<file path="config.mk">
export PLATFORM = sky130hd
export DESIGN_NAME = gammatone_channel_filter_flat
export DESIGN_NICKNAME = d
export VERILOG_FILES = /design/src/rtl/core/gcf_pkg.sv /design/src/rtl/core/gcf_channels.sv /design/src/rtl/core/gammatone_channel_filter.sv /design/src/flat_wrapper.sv
export SDC_FILE = /design/constraint.sdc
export NUM_CORES = 2
export LEC_CHECK = 0
export BUFFER_PORTS_ARGS = -buffer_cell sky130_fd_sc_hd__buf_2
export CAP_MARGIN = 20
export CORE_MARGIN = 8
export CORE_UTILIZATION = 60
export CTS_CLUSTER_SIZE = 30
export DETAILED_ROUTE_END_ITERATION = 8
export GPL_ROUTABILITY_DRIVEN = 0
export PLACE_DENSITY = 0.78
export SLEW_MARGIN = 25
export SYNTH_ARGS = -nofsm -noshare
export SYNTH_HDL_FRONTEND = slang
export SYNTH_SLANG_ARGS = --single-unit
</file>
<file path="constraint.sdc">
create_clock -name clock -period 29.6 [get_ports clock]
set_input_delay 5.92 -clock clock [delete_from_list [all_inputs] [get_ports clock]]
set_output_delay 5.92 -clock clock [all_outputs]
set_load 0.05 [all_outputs]
</file>
<file path="src/rtl/core/gcf_pkg.sv">
// Shared types and constants for the gammatone channel filter.
// No dependencies; every other file of the block imports this package.
package gcf_pkg;

   localparam int SAMPLE_BITS    = 16;
   localparam int STAGE_COUNT    = 4;
   localparam int DATA_BITS      = 32;
   localparam int COEF_BITS      = 32;
   localparam int CFG_COUNT      = 8;
   localparam int CSR_INDEX_BITS = $clog2(CFG_COUNT);
   localparam int FRAC_BITS      = 30;

   // Bits of the coefficient digit consumed per cycle by the multiplier.
   localparam int DIGIT_BITS     = 8;
   localparam int DIGIT_COUNT    = COEF_BITS / DIGIT_BITS;
   localparam int DIGIT_IDX_BITS = $clog2(DIGIT_COUNT);

   // Terms of one section: b0*x, c*x1, -f1*y1, -f2*y2.
   localparam int TERM_COUNT     = 4;
   localparam int TERM_IDX_BITS  = $clog2(TERM_COUNT);
   localparam int STAGE_IDX_BITS = $clog2(STAGE_COUNT);
   localparam int STEP_BITS      = STAGE_IDX_BITS + TERM_IDX_BITS + DIGIT_IDX_BITS;

   // Multiplicand carries one extra bit so a negated history value fits.
   localparam int MCAND_BITS     = DATA_BITS + 1;
   localparam int PROD_BITS      = MCAND_BITS + DIGIT_BITS + 1;
   localparam int ACC_BITS       = 68;

   typedef enum logic [CSR_INDEX_BITS-1:0] {
      REG_FIRST_FEED_ZERO  = 3'd0,
      REG_FIRST_FEED_ONE   = 3'd1,
      REG_LATER_FEED_ZERO  = 3'd2,
      REG_SECOND_FEED_ONE  = 3'd3,
      REG_THIRD_FEED_ONE   = 3'd4,
      REG_FOURTH_FEED_ONE  = 3'd5,
      REG_POLE_FEEDBACK_1  = 3'd6,
      REG_POLE_FEEDBACK_2  = 3'd7
   } reg_index_type;

   typedef enum logic [TERM_IDX_BITS-1:0] {
      TERM_FEED_ZERO = 2'd0,
      TERM_FEED_ONE  = 2'd1,
      TERM_POLE_ONE  = 2'd2,
      TERM_POLE_TWO  = 2'd3
   } term_type;

   typedef enum logic [1:0] {
      ST_IDLE  = 2'd0,
      ST_RUN   = 2'd1,
      ST_DRAIN = 2'd2
   } state_type;

endpackage

</file>
<file path="src/rtl/core/gcf_channels.sv">
// Handshake channels of the gammatone channel filter: sample in, band out, register write.
// Depends on gcf_pkg for field widths.
interface gcf_req_if;
   import gcf_pkg::*;
   logic                          valid;
   logic                          ready;
   logic signed [SAMPLE_BITS-1:0] audio_in;
   logic                          block_end_in;
   modport source (output valid, output audio_in, output block_end_in, input ready);
   modport sink   (input valid, input audio_in, input block_end_in, output ready);
endinterface

interface gcf_rsp_if;
   import gcf_pkg::*;
   logic                        valid;
   logic                        ready;
   logic signed [DATA_BITS-1:0] band_out;
   logic                        clipped;
   logic                        block_end_out;
   modport source (output valid, output band_out, output clipped, output block_end_out,
                   input ready);
   modport sink   (input valid, input band_out, input clipped, input block_end_out,
                   output ready);
endinterface

interface gcf_csr_if;
   import gcf_pkg::*;
   logic                        valid;
   logic                        ready;
   logic [CSR_INDEX_BITS-1:0]   index;
   logic signed [COEF_BITS-1:0] data;
   modport source (output valid, output index, output data, input ready);
   modport sink   (input valid, input index, input data, output ready);
endinterface

</file>
<file path="src/rtl/core/gammatone_channel_filter.sv">
// Top level of one gammatone filterbank channel: four cascaded sections on a shared
// digit-serial multiply-accumulate unit. Depends on gcf_pkg and the gcf channel interfaces.
//
//   channel   direction  word
//   req_ch    in         audio_in, block_end_in
//   rsp_ch    out        band_out, clipped, block_end_out
//   csr_ch    in         index, data (coefficient register write)
//
// Each sample runs 4 sections x 4 terms x 4 coefficient digits of 8 bits, all through
// one 33x9 multiplier and a 68-bit adder, and the result is then handed to the output
// register. The next sample is accepted only after that hand-off, so the block does not
// take a new sample before it is through with the last one.
// A new sample is accepted while the previous result still waits on rsp_ch; the
// finished result waits inside the block until the output register is free.
// Reset clears coefficients, filter history and the handshake state.
module gammatone_channel_filter (
   input logic  clock,
   input logic  reset,
   gcf_req_if.sink   req_ch,
   gcf_rsp_if.source rsp_ch,
   gcf_csr_if.sink   csr_ch
);
   import gcf_pkg::*;

   localparam logic signed [ACC_BITS-1:0] ROUND_HALF =
      ACC_BITS'(1) <<< (FRAC_BITS - 1);
   localparam logic [STEP_BITS-1:0] LAST_STEP = '1;

   state_type state_ff, state_in;

   logic signed [COEF_BITS-1:0] cfg_ff [CFG_COUNT];

   logic [STEP_BITS-1:0]          step_ff, step_in;
   logic signed [ACC_BITS-1:0]    acc_ff, acc_in;
   logic signed [DATA_BITS-1:0]   x_ff, x_in;
   logic signed [DATA_BITS-1:0]   x1_ff, x1_in;
   logic signed [SAMPLE_BITS-1:0] hist_ff;
   logic signed [DATA_BITS-1:0]   y1_ring_ff [STAGE_COUNT];
   logic signed [DATA_BITS-1:0]   y2_ring_ff [STAGE_COUNT];
   logic                          clip_ff, clip_in;
   logic                          end_ff;

   logic signed [DATA_BITS-1:0] rsp_band_ff;
   logic                        rsp_clip_ff;
   logic                        rsp_end_ff;
   logic                        rsp_valid_ff, rsp_valid_in;

   logic req_take;
   logic run_en;
   logic load_out;
   logic out_free;

   logic [STAGE_IDX_BITS-1:0] stage_idx;
   term_type                  term;
   logic [DIGIT_IDX_BITS-1:0] digit_idx;
   logic                      stage_first;
   logic                      stage_last;

   logic signed [COEF_BITS-1:0]   coef_sel;
   logic signed [MCAND_BITS-1:0]  mcand;
   logic [DIGIT_BITS-1:0]         digit_raw;
   logic signed [DIGIT_BITS:0]    digit;
   logic signed [PROD_BITS-1:0]   prod;
   logic signed [ACC_BITS-1:0]    prod_ext;
   logic signed [ACC_BITS-1:0]    prod_aligned;
   logic signed [DATA_BITS-1:0]   y_stage;
   logic                          y_sat;

   logic signed [DATA_BITS-1:0] sample_ext;

   // ---------------------------------------------------------------- control
   assign out_free = !rsp_valid_ff || rsp_ch.ready;
   assign req_take = req_ch.valid && req_ch.ready;

   always_comb begin
      state_in = state_ff;
      case (state_ff)
         ST_IDLE: begin
            if (req_ch.valid) state_in = ST_RUN;
         end
         ST_RUN: begin
            if (step_ff == LAST_STEP) state_in = ST_DRAIN;
         end
         ST_DRAIN: begin
            if (out_free) state_in = ST_IDLE;
         end
         default: state_in = ST_IDLE;
      endcase
   end

   always_comb begin
      req_ch.ready = 1'b0;
      run_en       = 1'b0;
      load_out     = 1'b0;
      case (state_ff)
         ST_IDLE:  req_ch.ready = 1'b1;
         ST_RUN:   run_en       = 1'b1;
         ST_DRAIN: load_out     = out_free;
         default: begin
            req_ch.ready = 1'b0;
         end
      endcase
   end

   always_ff @(posedge clock) begin
      if (reset) begin
         state_ff <= ST_IDLE;
      end else begin
         state_ff <= state_in;
      end
   end

   // ---------------------------------------------------------------- config
   assign csr_ch.ready = 1'b1;

   always_ff @(posedge clock) begin
      if (reset) begin
         for (int i = 0; i < CFG_COUNT; i++) cfg_ff[i] <= '0;
      end else if (csr_ch.valid) begin
         cfg_ff[csr_ch.index] <= csr_ch.data;
      end
   end

   // ---------------------------------------------------------------- datapath
   assign stage_idx   = step_ff[STEP_BITS-1 -: STAGE_IDX_BITS];
   assign term        = term_type'(step_ff[DIGIT_IDX_BITS +: TERM_IDX_BITS]);
   assign digit_idx   = step_ff[DIGIT_IDX_BITS-1:0];
   assign stage_first = (step_ff[TERM_IDX_BITS+DIGIT_IDX_BITS-1:0] == '0);
   assign stage_last  = (step_ff[TERM_IDX_BITS+DIGIT_IDX_BITS-1:0] == '1);

   // Stage one has its own gain-normalised taps; later stages share tap zero.
   always_comb begin
      case (term)
         TERM_FEED_ZERO: begin
            coef_sel = (stage_idx == '0) ? cfg_ff[REG_FIRST_FEED_ZERO]
                                         : cfg_ff[REG_LATER_FEED_ZERO];
            mcand    = MCAND_BITS'(x_ff);
         end
         TERM_FEED_ONE: begin
            case (stage_idx)
               2'd0:    coef_sel = cfg_ff[REG_FIRST_FEED_ONE];
               2'd1:    coef_sel = cfg_ff[REG_SECOND_FEED_ONE];
               2'd2:    coef_sel = cfg_ff[REG_THIRD_FEED_ONE];
               default: coef_sel = cfg_ff[REG_FOURTH_FEED_ONE];
            endcase
            mcand = MCAND_BITS'(x1_ff);
         end
         TERM_POLE_ONE: begin
            coef_sel = cfg_ff[REG_POLE_FEEDBACK_1];
            mcand    = -MCAND_BITS'(y1_ring_ff[0]);
         end
         default: begin
            coef_sel = cfg_ff[REG_POLE_FEEDBACK_2];
            mcand    = -MCAND_BITS'(y2_ring_ff[0]);
         end
      endcase
   end

   // Lower digits are unsigned, the top digit carries the coefficient sign.
   always_comb begin
      digit_raw = coef_sel[digit_idx*DIGIT_BITS +: DIGIT_BITS];
      if (digit_idx == DIGIT_IDX_BITS'(DIGIT_COUNT - 1)) begin
         digit = {digit_raw[DIGIT_BITS-1], digit_raw};
      end else begin
         digit = {1'b0, digit_raw};
      end
      prod         = PROD_BITS'(mcand) * PROD_BITS'(digit);
      prod_ext     = ACC_BITS'(prod);
      prod_aligned = prod_ext <<< (digit_idx * DIGIT_BITS);
   end

   always_comb begin
      if (stage_first) begin
         acc_in = ROUND_HALF + prod_aligned;
      end else begin
         acc_in = acc_ff + prod_aligned;
      end
   end

   // The shifted sum fits 32 bits when every bit above bit 61 matches bit 61.
   always_comb begin
      y_sat = (acc_in[ACC_BITS-1:FRAC_BITS+DATA_BITS-1] != '0) &&
              (acc_in[ACC_BITS-1:FRAC_BITS+DATA_BITS-1] != '1);
      if (!y_sat) begin
         y_stage = acc_in[FRAC_BITS+DATA_BITS-1:FRAC_BITS];
      end else if (acc_in[ACC_BITS-1]) begin
         y_stage = {1'b1, {(DATA_BITS-1){1'b0}}};
      end else begin
         y_stage = {1'b0, {(DATA_BITS-1){1'b1}}};
      end
   end

   assign sample_ext = DATA_BITS'(req_ch.audio_in);

   always_comb begin
      step_in = step_ff;
      x_in    = x_ff;
      x1_in   = x1_ff;
      clip_in = clip_ff;
      if (req_take) begin
         step_in = '0;
         x_in    = sample_ext;
         x1_in   = DATA_BITS'(hist_ff);
         clip_in = 1'b0;
      end else if (run_en) begin
         step_in = step_ff + 1'b1;
         if (stage_last) begin
            // Next section sees this output and the old y1 of this section.
            x_in    = y_stage;
            x1_in   = y1_ring_ff[0];
            clip_in = clip_ff | y_sat;
         end
      end
   end

   always_ff @(posedge clock) begin
      if (reset) begin
         step_ff <= '0;
         clip_ff <= 1'b0;
         hist_ff <= '0;
         for (int i = 0; i < STAGE_COUNT; i++) begin
            y1_ring_ff[i] <= '0;
            y2_ring_ff[i] <= '0;
         end
      end else begin
         step_ff <= step_in;
         clip_ff <= clip_in;
         if (req_take) hist_ff <= req_ch.audio_in;
         // The section histories rotate so that the active section sits at the head.
         if (run_en && stage_last) begin
            for (int i = 0; i < STAGE_COUNT - 1; i++) begin
               y1_ring_ff[i] <= y1_ring_ff[i+1];
               y2_ring_ff[i] <= y2_ring_ff[i+1];
            end
            y1_ring_ff[STAGE_COUNT-1] <= y_stage;
            y2_ring_ff[STAGE_COUNT-1] <= y1_ring_ff[0];
         end
      end
   end

   always_ff @(posedge clock) begin
      acc_ff <= acc_in;
      x_ff   <= x_in;
      x1_ff  <= x1_in;
      if (req_take) end_ff <= req_ch.block_end_in;
   end

   // ---------------------------------------------------------------- output
   always_comb begin
      rsp_valid_in = rsp_valid_ff;
      if (load_out) begin
         rsp_valid_in = 1'b1;
      end else if (rsp_ch.ready) begin
         rsp_valid_in = 1'b0;
      end
   end

   always_ff @(posedge clock) begin
      if (reset) begin
         rsp_valid_ff <= 1'b0;
      end else begin
         rsp_valid_ff <= rsp_valid_in;
      end
   end

   always_ff @(posedge clock) begin
      if (load_out) begin
         rsp_band_ff <= x_ff;
         rsp_clip_ff <= clip_ff;
         rsp_end_ff  <= end_ff;
      end
   end

   assign rsp_ch.valid         = rsp_valid_ff;
   assign rsp_ch.band_out      = rsp_band_ff;
   assign rsp_ch.clipped       = rsp_clip_ff;
   assign rsp_ch.block_end_out = rsp_end_ff;

endmodule
</file>
<file path="src/flat_wrapper.sv">
// flat-port wrapper written by rule: the top's interface ports become plain ports
module gammatone_channel_filter_flat import gcf_pkg::*;
  (clock, reset, req_ch_valid, req_ch_audio_in, req_ch_block_end_in, req_ch_ready, rsp_ch_valid, rsp_ch_band_out, rsp_ch_clipped, rsp_ch_block_end_out, rsp_ch_ready, csr_ch_valid, csr_ch_index, csr_ch_data, csr_ch_ready);
  gcf_req_if req_ch_i ();
  gcf_rsp_if rsp_ch_i ();
  gcf_csr_if csr_ch_i ();
  input logic clock;
  input logic reset;
  input wire logic [$bits(req_ch_i.valid)-1:0] req_ch_valid;
  input wire logic [$bits(req_ch_i.audio_in)-1:0] req_ch_audio_in;
  input wire logic [$bits(req_ch_i.block_end_in)-1:0] req_ch_block_end_in;
  output wire logic [$bits(req_ch_i.ready)-1:0] req_ch_ready;
  output wire logic [$bits(rsp_ch_i.valid)-1:0] rsp_ch_valid;
  output wire logic [$bits(rsp_ch_i.band_out)-1:0] rsp_ch_band_out;
  output wire logic [$bits(rsp_ch_i.clipped)-1:0] rsp_ch_clipped;
  output wire logic [$bits(rsp_ch_i.block_end_out)-1:0] rsp_ch_block_end_out;
  input wire logic [$bits(rsp_ch_i.ready)-1:0] rsp_ch_ready;
  input wire logic [$bits(csr_ch_i.valid)-1:0] csr_ch_valid;
  input wire logic [$bits(csr_ch_i.index)-1:0] csr_ch_index;
  input wire logic [$bits(csr_ch_i.data)-1:0] csr_ch_data;
  output wire logic [$bits(csr_ch_i.ready)-1:0] csr_ch_ready;
  assign req_ch_i.valid = req_ch_valid;
  assign req_ch_i.audio_in = req_ch_audio_in;
  assign req_ch_i.block_end_in = req_ch_block_end_in;
  assign req_ch_ready = req_ch_i.ready;
  assign rsp_ch_valid = rsp_ch_i.valid;
  assign rsp_ch_band_out = rsp_ch_i.band_out;
  assign rsp_ch_clipped = rsp_ch_i.clipped;
  assign rsp_ch_block_end_out = rsp_ch_i.block_end_out;
  assign rsp_ch_i.ready = rsp_ch_ready;
  assign csr_ch_i.valid = csr_ch_valid;
  assign csr_ch_i.index = csr_ch_index;
  assign csr_ch_i.data = csr_ch_data;
  assign csr_ch_ready = csr_ch_i.ready;
  gammatone_channel_filter u_core (.clock(clock), .reset(reset), .req_ch(req_ch_i), .rsp_ch(rsp_ch_i), .csr_ch(csr_ch_i));
endmodule
</file>
==> reports/metrics.cfg <==
[detailed_routing]
first_pass_iters = 8
viasPerCell = 6.24
antenna_left = 0
dr_total_vias = 33600
drc_errors = 0
drt_iter0_markers = 3731
wl_um = 126000
wl_per_cell_um = 23.3

[sta]
worst_slew_pin_slew_ns = 1.16
rsz0062_at_grt = false
setup_violations = 0
maxSlewHeadroom_pct = 22.8
period_needed_ns = 14.91
fin_crit_sh_pct = 50.4
fin_tns_setup_ns = 0
skew_ns = 0.0441
slew_viol_final = 0
finalHoldViolations = 0
fmax_mhz = 67.1

[global_route]
grt_pass1_wl_um = 192000
grt.total_usage_pct = 28.6
grt_pass1_vias = 33500
grt_start_max_net_pins = 114
overflow = 0
antenna_found_initial = 6

[place]
dp.final_hpwl_um = 89600
port_buffers = 92

[floorplanning]
initial_core_util_pct = 60.2
core_sq_um = 77000
die_w_um = 294
rows = 102
num_io_pins = 94
fp.dieH_um = 294
dieArea_sq_um = 86400

[clocking]
hold_buffers = 0
clk_path_buf_depth = 3
cts_resized = 0
cts_setup_buffers = 0
cts-root-buf = clkbuf_16
clkTransAtPathRegs_ns = 0.06
numCtsBuffers = 76
cts_tree = yes
h-tree-depth = 3
clock_sinks = 705
clk-insertion-delay-late_ns = 0.65

[setup_path]
setup.worst_path.start_class = flop
cp_top_family = compound AO/OA/AOI/OAI gates
crit_path_max_incr_delay_ns = 0.67
worstPathArrival_ns = 15.24
critPathMaxFanout = 49
worstPathRequired_ns = 29.93
crit_path_top_delay_cell = or4_1
worst-setup-path-type = flop to flop
crit_path_start = u_core.y1_ring_ff[0][3]
rr_startpoint = u_core.y1_ring_ff[0][3]
rrSetupSlack_ns = 14.69
end_kind = flop
path_common_cell = fa_1
cp_num_buf_inv = 2

[cells_and_area]
final_common_cell = edfxtp_1
syn_to_final_growth_pct = 8.39
drive_gt1_share_pct = 10.7
nets = 4736
n_fill_cell = 5774
mostFrequentLayoutCells = 611 x edfxtp_1, 506 x and2_1, 393 x nand2_1, 367 x nor2_1, 240 x fa_1

[synthesis]
netlist_area_sq_um = 46300
synth_seq_cells = 705
synth.avg_cell_area_sq_um = 10.8
synth_warnings = 0
synth_edf_count = 611
synth_seq_area_share_pct = 43.7
ys_async_sr_fraction_pct = 0
syn-instance-count = 4294
synth_cell_types = 98
syn-num-nets = 4752
synth_ff_type = edfxtp_1

[min_path]
min-delay-start = u_core.end_ff
min_path_type = flop to flop

[status]
status = finished, final reports clean

[flow_run]
drv_cap = 0

## worst paths after layout
kind                            depth (start not counted)                           to
worst max-delay path                                   45              u_core.x_ff[21]
worst min-delay path                                    0  u_core.rsp_ch.block_end_out
worst max register to register                         45              u_core.x_ff[21]
worst min register to register                          0  u_core.rsp_ch.block_end_out
## Yosys cell counts, types with 8 or more instances
| master | instances | area [sq um] |
|---|---|---|
| mux2_2 | 63 | 709 |
| a211oi_1 | 21 | 158 |
| fa_1 | 240 | 4800 |
| buf_2 | 13 | 65.1 |
| mux4_2 | 74 | 1670 |
| nor3_1 | 59 | 295 |
| a21o_1 | 74 | 556 |
| dfxtp_1 | 94 | 1880 |
| nor2b_1 | 43 | 269 |
| nand2_1 | 397 | 1490 |
| o21ai_0 | 141 | 706 |
| clkbuf_1 | 189 | 709 |
| or4_1 | 13 | 97.6 |
| nor2_1 | 375 | 1410 |
| o22ai_1 | 13 | 81.3 |
| a22oi_1 | 18 | 135 |
| o21bai_1 | 16 | 120 |
| o21a_1 | 36 | 270 |
| a221oi_1 | 9 | 78.8 |
| o211ai_1 | 17 | 128 |
| o21ai_1 | 14 | 70.1 |
| and3_1 | 24 | 150 |
| o31ai_1 | 10 | 75.1 |
| inv_1 | 217 | 815 |
| a21oi_1 | 227 | 1140 |
| or2_2 | 21 | 131 |
| ha_1 | 161 | 2010 |
| a31oi_1 | 36 | 225 |
| nand4_1 | 41 | 257 |
| edfxtp_1 | 611 | 18300 |
| mux2i_1 | 49 | 490 |
| xnor2_1 | 125 | 1090 |
| buf_1 | 24 | 90.1 |
| nor4_1 | 15 | 93.8 |
| and4_1 | 9 | 78.8 |
| and2_1 | 507 | 3170 |
| xor2_1 | 63 | 552 |
| nand3_1 | 46 | 230 |
| a221o_1 | 8 | 80.1 |
| or3_1 | 17 | 106 |
| nand2b_1 | 26 | 163 |
## kinds of logic (layout without fill, tap and decap cells)
group,Yosys count,count (layout),synth area share [%]
compound gates,740,740,10.3
fa+ha+maj,401,401,14.7
buf+inv,452,498,3.80
flops,705,705,43.7
mux,187,187,6.22
xor+xnor,189,189,3.59
simple gates,1619,1619,17.7
other cells,1,4,0.00809
## stage by stage
stage          utilization [%]  worst slack (ns)  instances  area (sq um)  hold WS (ns)
2_1_floorplan                -             16.61       4294         46300         0.400
3_3_place_gp              61.9             15.42       5239         47600         0.402
3_5_place_dp              61.9             14.97       5240         47600         0.425
4_1_cts                   65.2             14.78       5380         50200         0.446
5_1_grt                   65.3             13.68       5381         50200         0.462
6_report                  65.3             14.69       5383         50200         0.443
## final cells by class
| class | count | area (sq um) | share of cell area, % |
|---|---|---|---|
| clock inverters | 37 | 453 | 0.902 |
| repair buffers | 139 | 826 | 1.64 |
| flip-flops and latches | 705 | 20200 | 40.3 |
| clock buffers | 103 | 2110 | 4.21 |
| multi-input cells | 3137 | 24500 | 48.7 |
| diodes | 3 | 7.51 | 0.0149 |
| inverters | 219 | 822 | 1.64 |
| well taps | 1040 | 1300 | 2.59 |
## state kept, by name (all words and copies together) (netlist names), 16 cells and up
signal                  count
u_core.cfg_ff             256
u_core.y1_ring_ff         128
u_core.y2_ring_ff         128
u_core.acc_ff              68
u_core.rsp_ch.band_out     32
u_core.x1_ff               32
u_core.x_ff                32
u_core.hist_ff             16
## layer usage
layer,vias up,global-route usage (%),routed length [um]
met2,1855,46.7,59100
met1,16300,35.7,46900
met5,-,0,36
met3,442,5.96,11900
met4,6,15.3,7620
li1,15000,-,-
## worst reg2reg max path, delay by kind of cell (launching register included)
| kind | cells | cell delay, ns |
|---|---|---|
| buf+inv | 2 | 0.64 |
| xor+xnor | 2 | 0.34 |
| simple gates | 13 | 3.54 |
| flops | 1 | 0.49 |
| mux | 1 | 0.29 |
| fa+ha+maj | 7 | 3.25 |
| compound gates | 20 | 6.08 |
Power is not shown: default switching activity piles up to over one toggle a cycle in this logic, so the estimate is an artifact.
